[src/sv/prt_pkg.sv]
// shared types, constants and command/status structs of the page transfer receiver
`default_nettype none

package prt_pkg;

  localparam int WORDS_PER_PAGE = 64;
  localparam int IDX_W          = $clog2(WORDS_PER_PAGE);
  localparam int WORD_W         = 32;
  localparam int PAGE_BYTES     = WORDS_PER_PAGE * 4;
  localparam int BYTE_CNT_W     = $clog2(PAGE_BYTES);

  localparam logic [WORD_W-1:0] IMAGE_BYTES = 32'd1048576;
  localparam logic [WORD_W-1:0] CRC_POLY    = 32'hEDB88320;
  localparam logic [WORD_W-1:0] CRC_INIT    = 32'hFFFFFFFF;

  localparam int IN_TDATA_W  = 96;
  localparam int IN_TUSER_W  = 2;
  localparam int OUT_TDATA_W = 40;
  localparam int OUT_TUSER_W = 3;

  typedef enum logic [1:0] {
    OP_BEGIN,
    OP_DATA,
    OP_END,
    OP_CANCEL
  } opcode_t;

  typedef enum logic [2:0] {
    ST_IGNORED,
    ST_PROGRESS,
    ST_INVALID,
    ST_COMPLETE,
    ST_BEGUN,
    ST_REJECTED,
    ST_CANCELLED
  } status_t;

  typedef enum logic [2:0] {
    S_IDLE,
    S_EVAL,
    S_CRC,
    S_CHECK,
    S_EMIT
  } fsm_state_t;

  typedef enum logic [2:0] {
    RD_INPUT,
    RD_ITEM,
    RD_ZERO,
    RD_CRC,
    RD_EMIT
  } rd_sel_t;

  typedef struct packed {
    logic    take_in;
    logic    commit;
    logic    crc_start;
    logic    crc_step;
    logic    finish_ok;
    logic    load_result;
    logic    load_invalid;
    logic    emit_start;
    logic    load_word;
    rd_sel_t rd_sel;
  } cmd_t;

  typedef struct packed {
    logic go_crc;
    logic out_free;
    logic crc_done;
    logic crc_match;
    logic emit_last;
  } sts_t;

endpackage

`default_nettype wire

[src/sv/prt_datapath.sv]
// datapath: item register, page state, page memory, crc unit and result register
`default_nettype none

module prt_datapath (
  input  wire logic                                 clk,
  input  wire logic                                 rst_n,
  input  wire logic [prt_pkg::IN_TDATA_W-1:0]       in_tdata,
  input  wire logic [prt_pkg::IN_TUSER_W-1:0]       in_tuser,
  input  wire prt_pkg::cmd_t                        cmd,
  output prt_pkg::sts_t                             sts,
  output logic                                      out_tvalid,
  input  wire logic                                 out_tready,
  output logic [prt_pkg::OUT_TDATA_W-1:0]           out_tdata,
  output logic [prt_pkg::OUT_TUSER_W-1:0]           out_tuser,
  output logic                                      out_tlast
);

  typedef struct packed {
    prt_pkg::status_t status;
    logic             begin_page;
    logic             clear;
    logic             fail;
    logic             store;
    logic             mark_end;
    logic             go_crc;
  } eval_t;

  function automatic logic [prt_pkg::WORD_W-1:0] crc_byte(
    input logic [prt_pkg::WORD_W-1:0] crc_in,
    input logic [7:0]                 data
  );
    logic [prt_pkg::WORD_W-1:0] c;
    c = crc_in ^ {{(prt_pkg::WORD_W-8){1'b0}}, data};
    for (int k = 0; k < 8; k++) begin
      c = (c >> 1) ^ (prt_pkg::CRC_POLY & {prt_pkg::WORD_W{c[0]}});
    end
    return c;
  endfunction

  // item register
  prt_pkg::opcode_t            ir_op_r;
  logic [prt_pkg::WORD_W-1:0]  ir_id_r;
  logic [prt_pkg::WORD_W-1:0]  ir_payload_r;
  logic [prt_pkg::WORD_W-1:0]  ir_addr_r;

  // page state
  logic                              active_r;
  logic [prt_pkg::WORD_W-1:0]        tag_r;
  logic [prt_pkg::WORDS_PER_PAGE-1:0] map_r;
  logic                              end_seen_r;
  logic [prt_pkg::WORD_W-1:0]        exp_crc_r;

  // page memory
  logic [prt_pkg::WORD_W-1:0] mem [prt_pkg::WORDS_PER_PAGE];
  logic [prt_pkg::WORD_W-1:0] rd_data_r;
  logic [prt_pkg::IDX_W-1:0]  raddr;
  logic                       we;

  // crc and emit counters
  logic [prt_pkg::WORD_W-1:0]     crc_r;
  logic [prt_pkg::BYTE_CNT_W-1:0] byte_cnt_r;
  logic [prt_pkg::BYTE_CNT_W-1:0] byte_cnt_inc;
  logic [prt_pkg::IDX_W-1:0]      e_cnt_r;
  logic [prt_pkg::IDX_W-1:0]      e_cnt_inc;
  logic [7:0]                     crc_in_byte;

  // result register
  logic                        out_valid_r;
  prt_pkg::status_t            out_status_r;
  logic [prt_pkg::IDX_W-1:0]   out_index_r;
  logic [prt_pkg::WORD_W-1:0]  out_data_r;
  logic                        out_last_r;

  eval_t                              ev;
  logic [prt_pkg::IDX_W-1:0]          idx;
  logic [prt_pkg::WORDS_PER_PAGE-1:0] bit_sel;
  logic                               tag_ok;
  logic                               addr_ok;
  logic                               out_free;

  always_ff @(posedge clk) begin
    if (cmd.take_in) begin
      ir_op_r      <= prt_pkg::opcode_t'(in_tuser);
      ir_id_r      <= in_tdata[prt_pkg::WORD_W-1:0];
      ir_payload_r <= in_tdata[2*prt_pkg::WORD_W-1:prt_pkg::WORD_W];
      ir_addr_r    <= in_tdata[3*prt_pkg::WORD_W-1:2*prt_pkg::WORD_W];
    end
  end

  assign idx     = ir_id_r[prt_pkg::IDX_W-1:0];
  assign tag_ok  = (ir_id_r != '0) && (ir_id_r[prt_pkg::IDX_W-1:0] == '0);
  assign addr_ok = (ir_addr_r < prt_pkg::IMAGE_BYTES)
                   && (ir_addr_r[prt_pkg::BYTE_CNT_W-1:0] == '0);

  always_comb begin
    bit_sel      = '0;
    bit_sel[idx] = 1'b1;
  end

  always_comb begin
    ev        = '0;
    ev.status = prt_pkg::ST_IGNORED;
    unique case (ir_op_r)
      prt_pkg::OP_BEGIN: begin
        if (tag_ok && addr_ok) begin
          ev.status     = prt_pkg::ST_BEGUN;
          ev.begin_page = 1'b1;
        end else begin
          ev.status = prt_pkg::ST_REJECTED;
        end
      end
      prt_pkg::OP_CANCEL: begin
        ev.status = prt_pkg::ST_CANCELLED;
        ev.clear  = 1'b1;
      end
      prt_pkg::OP_DATA: begin
        if (active_r
            && ({ir_id_r[prt_pkg::WORD_W-1:prt_pkg::IDX_W], {prt_pkg::IDX_W{1'b0}}} == tag_r))
        begin
          if (map_r[idx]) begin
            if (rd_data_r != ir_payload_r) begin
              ev.status = prt_pkg::ST_INVALID;
              ev.fail   = 1'b1;
            end
          end else begin
            ev.store = 1'b1;
            if ((&(map_r | bit_sel)) && end_seen_r) begin
              ev.go_crc = 1'b1;
            end else begin
              ev.status = prt_pkg::ST_PROGRESS;
            end
          end
        end
      end
      prt_pkg::OP_END: begin
        if (active_r && (ir_id_r == tag_r)) begin
          if (end_seen_r) begin
            if (exp_crc_r != ir_payload_r) begin
              ev.status = prt_pkg::ST_INVALID;
              ev.fail   = 1'b1;
            end
          end else begin
            ev.mark_end = 1'b1;
            if (&map_r) begin
              ev.go_crc = 1'b1;
            end else begin
              ev.status = prt_pkg::ST_PROGRESS;
            end
          end
        end
      end
    endcase
  end

  always_ff @(posedge clk) begin
    if (!rst_n) begin
      active_r   <= 1'b0;
      tag_r      <= '0;
      map_r      <= '0;
      end_seen_r <= 1'b0;
      exp_crc_r  <= '0;
    end else begin
      if (cmd.commit) begin
        if (ev.begin_page) begin
          active_r   <= 1'b1;
          tag_r      <= ir_id_r;
          map_r      <= '0;
          end_seen_r <= 1'b0;
          exp_crc_r  <= '0;
        end else if (ev.clear) begin
          active_r   <= 1'b0;
          tag_r      <= '0;
          map_r      <= '0;
          end_seen_r <= 1'b0;
          exp_crc_r  <= '0;
        end else if (ev.fail) begin
          active_r <= 1'b0;
        end else if (ev.store) begin
          map_r <= map_r | bit_sel;
        end else if (ev.mark_end) begin
          end_seen_r <= 1'b1;
          exp_crc_r  <= ir_payload_r;
        end
      end
      if (cmd.finish_ok || cmd.load_invalid) begin
        active_r <= 1'b0;
      end
    end
  end

  assign we           = cmd.commit && ev.store;
  assign byte_cnt_inc = byte_cnt_r + 1'b1;
  assign e_cnt_inc    = e_cnt_r + 1'b1;

  // read address runs one step ahead so the registered word lines up
  always_comb begin
    unique case (cmd.rd_sel)
      prt_pkg::RD_INPUT: raddr = in_tdata[prt_pkg::IDX_W-1:0];
      prt_pkg::RD_ITEM:  raddr = idx;
      prt_pkg::RD_ZERO:  raddr = '0;
      prt_pkg::RD_CRC:   raddr = byte_cnt_inc[prt_pkg::BYTE_CNT_W-1:2];
      prt_pkg::RD_EMIT:  raddr = cmd.load_word ? e_cnt_inc : e_cnt_r;
      default:           raddr = '0;
    endcase
  end

  always_ff @(posedge clk) begin
    if (we) begin
      mem[idx] <= ir_payload_r;
    end
    if (we && (idx == raddr)) begin
      rd_data_r <= ir_payload_r;
    end else begin
      rd_data_r <= mem[raddr];
    end
  end

  assign crc_in_byte = rd_data_r[{byte_cnt_r[1:0], 3'b000} +: 8];

  always_ff @(posedge clk) begin
    if (!rst_n) begin
      byte_cnt_r <= '0;
      e_cnt_r    <= '0;
    end else begin
      if (cmd.crc_start) begin
        byte_cnt_r <= '0;
      end else if (cmd.crc_step) begin
        byte_cnt_r <= byte_cnt_inc;
      end
      if (cmd.emit_start) begin
        e_cnt_r <= '0;
      end else if (cmd.load_word) begin
        e_cnt_r <= e_cnt_inc;
      end
    end
  end

  always_ff @(posedge clk) begin
    if (cmd.crc_start) begin
      crc_r <= prt_pkg::CRC_INIT;
    end else if (cmd.crc_step) begin
      crc_r <= crc_byte(crc_r, crc_in_byte);
    end
  end

  assign out_free = !out_valid_r || out_tready;

  always_ff @(posedge clk) begin
    if (!rst_n) begin
      out_valid_r <= 1'b0;
    end else if (cmd.load_result || cmd.load_invalid || cmd.load_word) begin
      out_valid_r <= 1'b1;
    end else if (out_tready) begin
      out_valid_r <= 1'b0;
    end
  end

  always_ff @(posedge clk) begin
    if (cmd.load_result) begin
      out_status_r <= ev.status;
      out_index_r  <= '0;
      out_data_r   <= '0;
      out_last_r   <= 1'b1;
    end else if (cmd.load_invalid) begin
      out_status_r <= prt_pkg::ST_INVALID;
      out_index_r  <= '0;
      out_data_r   <= '0;
      out_last_r   <= 1'b1;
    end else if (cmd.load_word) begin
      out_status_r <= prt_pkg::ST_COMPLETE;
      out_index_r  <= e_cnt_r;
      out_data_r   <= rd_data_r;
      out_last_r   <= sts.emit_last;
    end
  end

  assign sts.go_crc    = ev.go_crc;
  assign sts.out_free  = out_free;
  assign sts.crc_done  = (byte_cnt_r == {prt_pkg::BYTE_CNT_W{1'b1}});
  assign sts.crc_match = ((~crc_r) == exp_crc_r);
  assign sts.emit_last = (e_cnt_r == {prt_pkg::IDX_W{1'b1}});

  assign out_tvalid = out_valid_r;
  assign out_tuser  = out_status_r;
  assign out_tlast  = out_last_r;
  assign out_tdata  = {{(prt_pkg::OUT_TDATA_W-prt_pkg::WORD_W-prt_pkg::IDX_W){1'b0}},
                       out_data_r, out_index_r};

endmodule

`default_nettype wire

[src/sv/prt_ctrl.sv]
// controller state machine: sequences evaluation, crc walk and page emission
`default_nettype none

module prt_ctrl (
  input  wire logic          clk,
  input  wire logic          rst_n,
  input  wire logic          in_tvalid,
  output logic               in_tready,
  input  wire prt_pkg::sts_t sts,
  output prt_pkg::cmd_t      cmd
);

  prt_pkg::fsm_state_t state_r;
  prt_pkg::fsm_state_t state_nxt;

  always_ff @(posedge clk) begin
    if (!rst_n) begin
      state_r <= prt_pkg::S_IDLE;
    end else begin
      state_r <= state_nxt;
    end
  end

  always_comb begin
    state_nxt = state_r;
    unique case (state_r)
      prt_pkg::S_IDLE: begin
        if (in_tvalid) state_nxt = prt_pkg::S_EVAL;
      end
      prt_pkg::S_EVAL: begin
        priority if (sts.go_crc) state_nxt = prt_pkg::S_CRC;
        else if (sts.out_free)   state_nxt = prt_pkg::S_IDLE;
        else                     state_nxt = prt_pkg::S_EVAL;
      end
      prt_pkg::S_CRC: begin
        if (sts.crc_done) state_nxt = prt_pkg::S_CHECK;
      end
      prt_pkg::S_CHECK: begin
        priority if (sts.crc_match) state_nxt = prt_pkg::S_EMIT;
        else if (sts.out_free)      state_nxt = prt_pkg::S_IDLE;
        else                        state_nxt = prt_pkg::S_CHECK;
      end
      prt_pkg::S_EMIT: begin
        if (sts.out_free && sts.emit_last) state_nxt = prt_pkg::S_IDLE;
      end
      default: state_nxt = prt_pkg::S_IDLE;
    endcase
  end

  always_comb begin
    cmd        = '0;
    cmd.rd_sel = prt_pkg::RD_ZERO;
    in_tready  = 1'b0;
    unique case (state_r)
      prt_pkg::S_IDLE: begin
        in_tready   = 1'b1;
        cmd.take_in = in_tvalid;
        cmd.rd_sel  = prt_pkg::RD_INPUT;
      end
      prt_pkg::S_EVAL: begin
        if (sts.go_crc) begin
          cmd.commit    = 1'b1;
          cmd.crc_start = 1'b1;
          cmd.rd_sel    = prt_pkg::RD_ZERO;
        end else begin
          cmd.rd_sel = prt_pkg::RD_ITEM;
          if (sts.out_free) begin
            cmd.commit      = 1'b1;
            cmd.load_result = 1'b1;
          end
        end
      end
      prt_pkg::S_CRC: begin
        cmd.crc_step = 1'b1;
        cmd.rd_sel   = prt_pkg::RD_CRC;
      end
      prt_pkg::S_CHECK: begin
        if (sts.crc_match) begin
          cmd.finish_ok  = 1'b1;
          cmd.emit_start = 1'b1;
        end else if (sts.out_free) begin
          cmd.load_invalid = 1'b1;
        end
      end
      prt_pkg::S_EMIT: begin
        cmd.rd_sel    = prt_pkg::RD_EMIT;
        cmd.load_word = sts.out_free;
      end
      default: begin
        cmd.rd_sel = prt_pkg::RD_ZERO;
      end
    endcase
  end

endmodule

`default_nettype wire

[src/sv/page_transfer_receiver.sv]
// top level of the page transfer receiver: controller plus datapath
//
// in channel: one frame per transfer; in_tuser carries the opcode (begin,
// data, end, cancel), in_tdata carries id_word, payload and page_address.
// out channel: one result per transfer; out_tuser carries the status,
// out_tdata the word index and word data, out_tlast marks the final result
// caused by one frame.
// an ordinary frame is accepted in S_IDLE, then evaluated against the page
// state and the registered page-memory read in S_EVAL, after which in_tready
// rises again; its single result is loaded once the output register is free.
// the frame that completes the page walks the page memory one byte a cycle
// through the crc unit, compares the crc in S_CHECK, then emits 64 complete
// results, one per cycle while out_tready is high, and holds in_tready low
// until the last of them is loaded.
// a finished result waits in the output register while the next frame is
// accepted; a stalled receiver holds the block in evaluation, check or emission.
// reset clears the page state and the output valid flag; page memory contents
// are not cleared and are only used at words already received.
`default_nettype none

module page_transfer_receiver (
  input  wire logic                            clk,
  input  wire logic                            rst_n,
  input  wire logic                            in_tvalid,
  output logic                                 in_tready,
  // [31:0] id_word, [63:32] payload, [95:64] page_address
  input  wire logic [prt_pkg::IN_TDATA_W-1:0]  in_tdata,
  // [1:0] opcode
  input  wire logic [prt_pkg::IN_TUSER_W-1:0]  in_tuser,
  output logic                                 out_tvalid,
  input  wire logic                            out_tready,
  // [5:0] word_index, [37:6] word_data, [39:38] zero
  output logic [prt_pkg::OUT_TDATA_W-1:0]      out_tdata,
  // [2:0] status
  output logic [prt_pkg::OUT_TUSER_W-1:0]      out_tuser,
  output logic                                 out_tlast
);

  prt_pkg::cmd_t cmd;
  prt_pkg::sts_t sts;

  prt_ctrl u_ctrl (
    .clk       (clk),
    .rst_n     (rst_n),
    .in_tvalid (in_tvalid),
    .in_tready (in_tready),
    .sts       (sts),
    .cmd       (cmd)
  );

  prt_datapath u_datapath (
    .clk        (clk),
    .rst_n      (rst_n),
    .in_tdata   (in_tdata),
    .in_tuser   (in_tuser),
    .cmd        (cmd),
    .sts        (sts),
    .out_tvalid (out_tvalid),
    .out_tready (out_tready),
    .out_tdata  (out_tdata),
    .out_tuser  (out_tuser),
    .out_tlast  (out_tlast)
  );

endmodule

`default_nettype wire

[config.mk]
export PLATFORM = sky130hd
export DESIGN_NAME = page_transfer_receiver
export DESIGN_NICKNAME = d
export VERILOG_FILES = /design/src/sv/prt_pkg.sv /design/src/sv/prt_datapath.sv /design/src/sv/prt_ctrl.sv /design/src/sv/page_transfer_receiver.sv
export SDC_FILE = /design/constraint.sdc
export NUM_CORES = 2
export LEC_CHECK = 0
export ABC_CLOCK_PERIOD_IN_PS = 15500
export BUFFER_PORTS_ARGS = -buffer_cell sky130_fd_sc_hd__buf_2
export CAP_MARGIN = 40
export CORE_ASPECT_RATIO = 1.75
export CORE_MARGIN = 2
export CORE_UTILIZATION = 35
export CTS_BUF_LIST = sky130_fd_sc_hd__clkbuf_8
export DETAILED_ROUTE_END_ITERATION = 10
export SYNTH_ARGS = -nofsm -noshare
export SYNTH_HDL_FRONTEND = slang
export SYNTH_SLANG_ARGS = --single-unit
[constraint.sdc]
create_clock -name clk -period 15.5 [get_ports clk]
set_input_delay 2.325 -clock clk [delete_from_list [all_inputs] [get_ports clk]]
set_output_delay 2.325 -clock clk [all_outputs]
set_load 0.02 [all_outputs]
==> results.py <==
metrics = {
    "yosys": {
        "synth_edf_count": 2137,
        "synth_simple_gate_area_share_pct": 5.20,
        "synth_cell_type_count": 107,
        "synth_flop_cell": "edfxtp_1",
        "synthAdderAreaFrac_pct": 0.0924,
        "synth_mux_area_share_pct": 12.8,
        "synth_top_family_by_area": "multiplexers",
        "yosysSeqAreaShare_pct": 72.4,
        "synthXorXnorAreaFrac_pct": 1.99,
        "synth_compound_area_share_pct": 5.47,
        "synthArstFlopShare_pct": 0,
        "synth_top_area_share_pct": 67.7,
        "synthCells": 5302,
        "syn-cell-area_um2": 94800,
        "synth_seq_cells": 2362,
        "synth_area_leaders": "edfxtp_1 (68%), mux4_2 (7.6%), dfxtp_1 (4.8%)",
        "syn_avg_cell_area_um2": 17.9,
        "synth_area_leader_cell": "edfxtp_1",
        "yosys_warnings": 0,
    },
    "cells_and_area": {
        "final.fill_count": 24400,
        "layout_commonest_cell": "edfxtp_1",
        "drive_gt1_share_pct": 21.8,
        "fin_area_um2": 107000,
        "syn_to_final_growth_pct": 13.2,
        "final_cell_mix": "edfxtp_1 (2137), mux2i_1 (365), clkbuf_8 (342)",
        "layout.nets": 5824,
    },
    "timing": {
        "finalHoldViolations": 0,
        "final.min_clock_period_ps": 7500,
        "rsz0062_at_grt": "false",
        "timing.final.crit_share_pct": 48.4,
        "fin_skew_ps": 122,
        "slew_violations": 0,
        "setup_viol": 0,
        "fmaxAchievable_mhz": 133,
        "setup-tns-final_ps": 0,
        "max_slew_margin_pct": 24.5,
        "tightest_slew_ps": 1130,
    },
    "die": {
        "core_area_um2": 269000,
        "die-area_um2": 275000,
        "placementRows": 252,
        "die_h_um": 693,
        "fp.dieW_um": 397,
        "io_pins": 148,
        "start_util_pct": 35.2,
    },
    "global_route": {
        "antenna_found_initial": 7,
        "grt_pass1_wl_mm": 438,
        "grt_overflow": 0,
        "grtUsageTotal_pct": 22.8,
        "grt_pass1_vias": 55600,
        "grt_max_degree": 92,
    },
    "power": {
        "total_leakage_power_nw": 34.8,
        "power_density_nw_per_um2": 124,
        "fin_total_pwr_mw": 13.3,
        "ir_drop_uv": 76.0,
    },
    "placement": {
        "place_congestion": 0.931,
        "placed_cell_area_um2": 101000,
        "dpl.hpwl_mm": 200,
        "portBuffers": 133,
    },
    "worst_setup_path": {
        "crit_path_end_kind": "flop",
        "path_max_fanout": 41,
        "cp-start-kind": "flop",
        "cp_data_arrival_time_ps": 8430,
        "worstSetupPathType": "reg2reg",
        "critPathRequiredTime_ps": 16430,
    },
    "detailed_routing": {
        "drcViolationCount": 0,
        "wl_mm": 321,
        "dr.pass1.iters": 6,
        "drtIter0Drc": 6549,
        "ant_nets": 0,
        "route.vias.total": 55400,
        "wl_per_cell_um": 33.7,
        "vias_per_cell": 5.81,
    },
    "clock_network": {
        "path_clk_slew_ps": 70,
        "hold_buffers": 0,
        "cts.sinks": 2362,
        "htree_num_levels": 5,
        "clk_latency_ps": 1040,
        "clk_path_buf_depth": 4,
        "root_buffer": "clkbuf_8",
        "cts_tree": "built",
        "cts_buffers": 331,
        "postCtsResizedCells": 0,
        "post-cts-setup-buffers": 0,
    },
    "run_status": {
        "status": "complete, no violations",
    },
    "min_path": {
        "worstHoldPathType": "reg2reg",
    },
    "flow_run": {
        "drv_cap": 0,
    },
}
synthesized netlist by cell type, types with 13 or more instances:
library cell,n
edfxtp_1,2137
buf_2,66
and2_1,26
clkbuf_1,124
nand4_1,79
dfxtp_1,225
buf_6,37
mux4_1,40
nor2b_1,48
o22ai_1,29
nand3b_1,13
a22o_1,17
nor3_1,66
a211oi_1,27
buf_4,46
xor2_1,77
mux2i_1,365
buf_1,35
o2bb2ai_1,28
a221oi_1,14
nand2_1,187
nor4_1,78
mux4_2,319
nor2_1,206
nand3_1,111
a21oi_1,148
a32o_1,66
xnor2_1,117
a211o_1,16
and3_1,25
o211ai_1,13
o21ai_0,31
a22oi_1,199
nand2b_1,16
mux2_2,23
a31oi_1,19
layout make-up:
type / instances / area [um^2] / area share [%]
antenna: 6 / 15.0 / 0.0140
sequential: 2362 / 68700 / 64.0
inverter: 18 / 67.6 / 0.0629
tap: 3556 / 4450 / 4.14
clock inverter: 248 / 1620 / 1.51
multi-input combinational: 2606 / 24800 / 23.1
clock buffer: 342 / 4710 / 4.38
timing repair buffer: 396 / 3010 / 2.80
registers in the layout (all words and copies together) (netlist names), 2 cells and up, named ones only:
register                 cells
u_datapath.out_tuser         3
u_datapath.byte_cnt_r        8
u_datapath.out_index_r       6
u_datapath.ir_id_r          32
u_datapath.ir_addr_r        20
u_datapath.e_cnt_r           6
u_datapath.crc_r            32
u_datapath.ir_payload_r     32
u_datapath.map_r            64
u_ctrl.state_r               3
u_datapath.exp_crc_r        32
u_datapath.out_data_r       32
u_datapath.tag_r            32
u_datapath.ir_op_r           2
u_datapath.mem            2048
worst max-delay path, stage by stage (launching register included):
cell and delay (ps):
dfxtp_4 750, buf_4 680, buf_4 650, buf_4 620, nand2b_1 490, o22ai_1 200, nand2_1 240, nand4_1 260
nor3_1 740, xor2_1 120, or4_1 550, or4_4 620, o311a_4 440, nor4_4 200, buf_4 430, o2bb2ai_1 170
metal layers:
layer	up-vias	wire length, um	part of all wire, %	track usage (%)
met1	29000	108000	34	25.1
met5	-	10	0.0031	0
met4	2	27500	8.6	16.5
met3	881	23700	7.4	3.91
li1	22400	-	-	-
met2	3141	161000	50	39.4
cell families (layout without fill, tap and decap cells):
kind of cell / after synthesis / count (layout)
compound gates: 702 / 702
fa+ha+maj: 7 / 7
xor+xnor: 203 / 203
other cells: 1 / 8
mux: 747 / 747
flops: 2362 / 2362
simple gates: 945 / 945
buf+inv: 335 / 1004
per-stage QoR:
step                setup WS, ps  instances  util (%)  hold WS, ps
finish                      8000       9534      39.9          461
detailed placement          8100       8937      37.5          451
floorplan                   9900       5303         -          457
global route                7890       9530      39.9          483
global placement            7650       8894      37.3          450
CTS                         8060       9527      39.9          461
final timing paths:
check	startpoint	endpoint	slack (ps)	depth (start not counted)
hold reg to reg	u_datapath.out_data_r[3]	u_datapath.out_data_r[3]	460	2
hold / removal	u_datapath.out_data_r[3]	u_datapath.out_data_r[3]	460	2
setup / recovery	flop	u_datapath.exp_crc_r[4]	8000	15
setup reg to reg	flop	u_datapath.exp_crc_r[4]	8000	15
power by group:
part           leakage, nW  internal [mW]  switching, mW
Clock                 3.58           2.39           2.44
Combinational         10.1          0.512          0.997
Sequential            21.1           6.97         0.0375
Total                 34.8           9.87           3.47
Power figures use the tool's default switching activity.
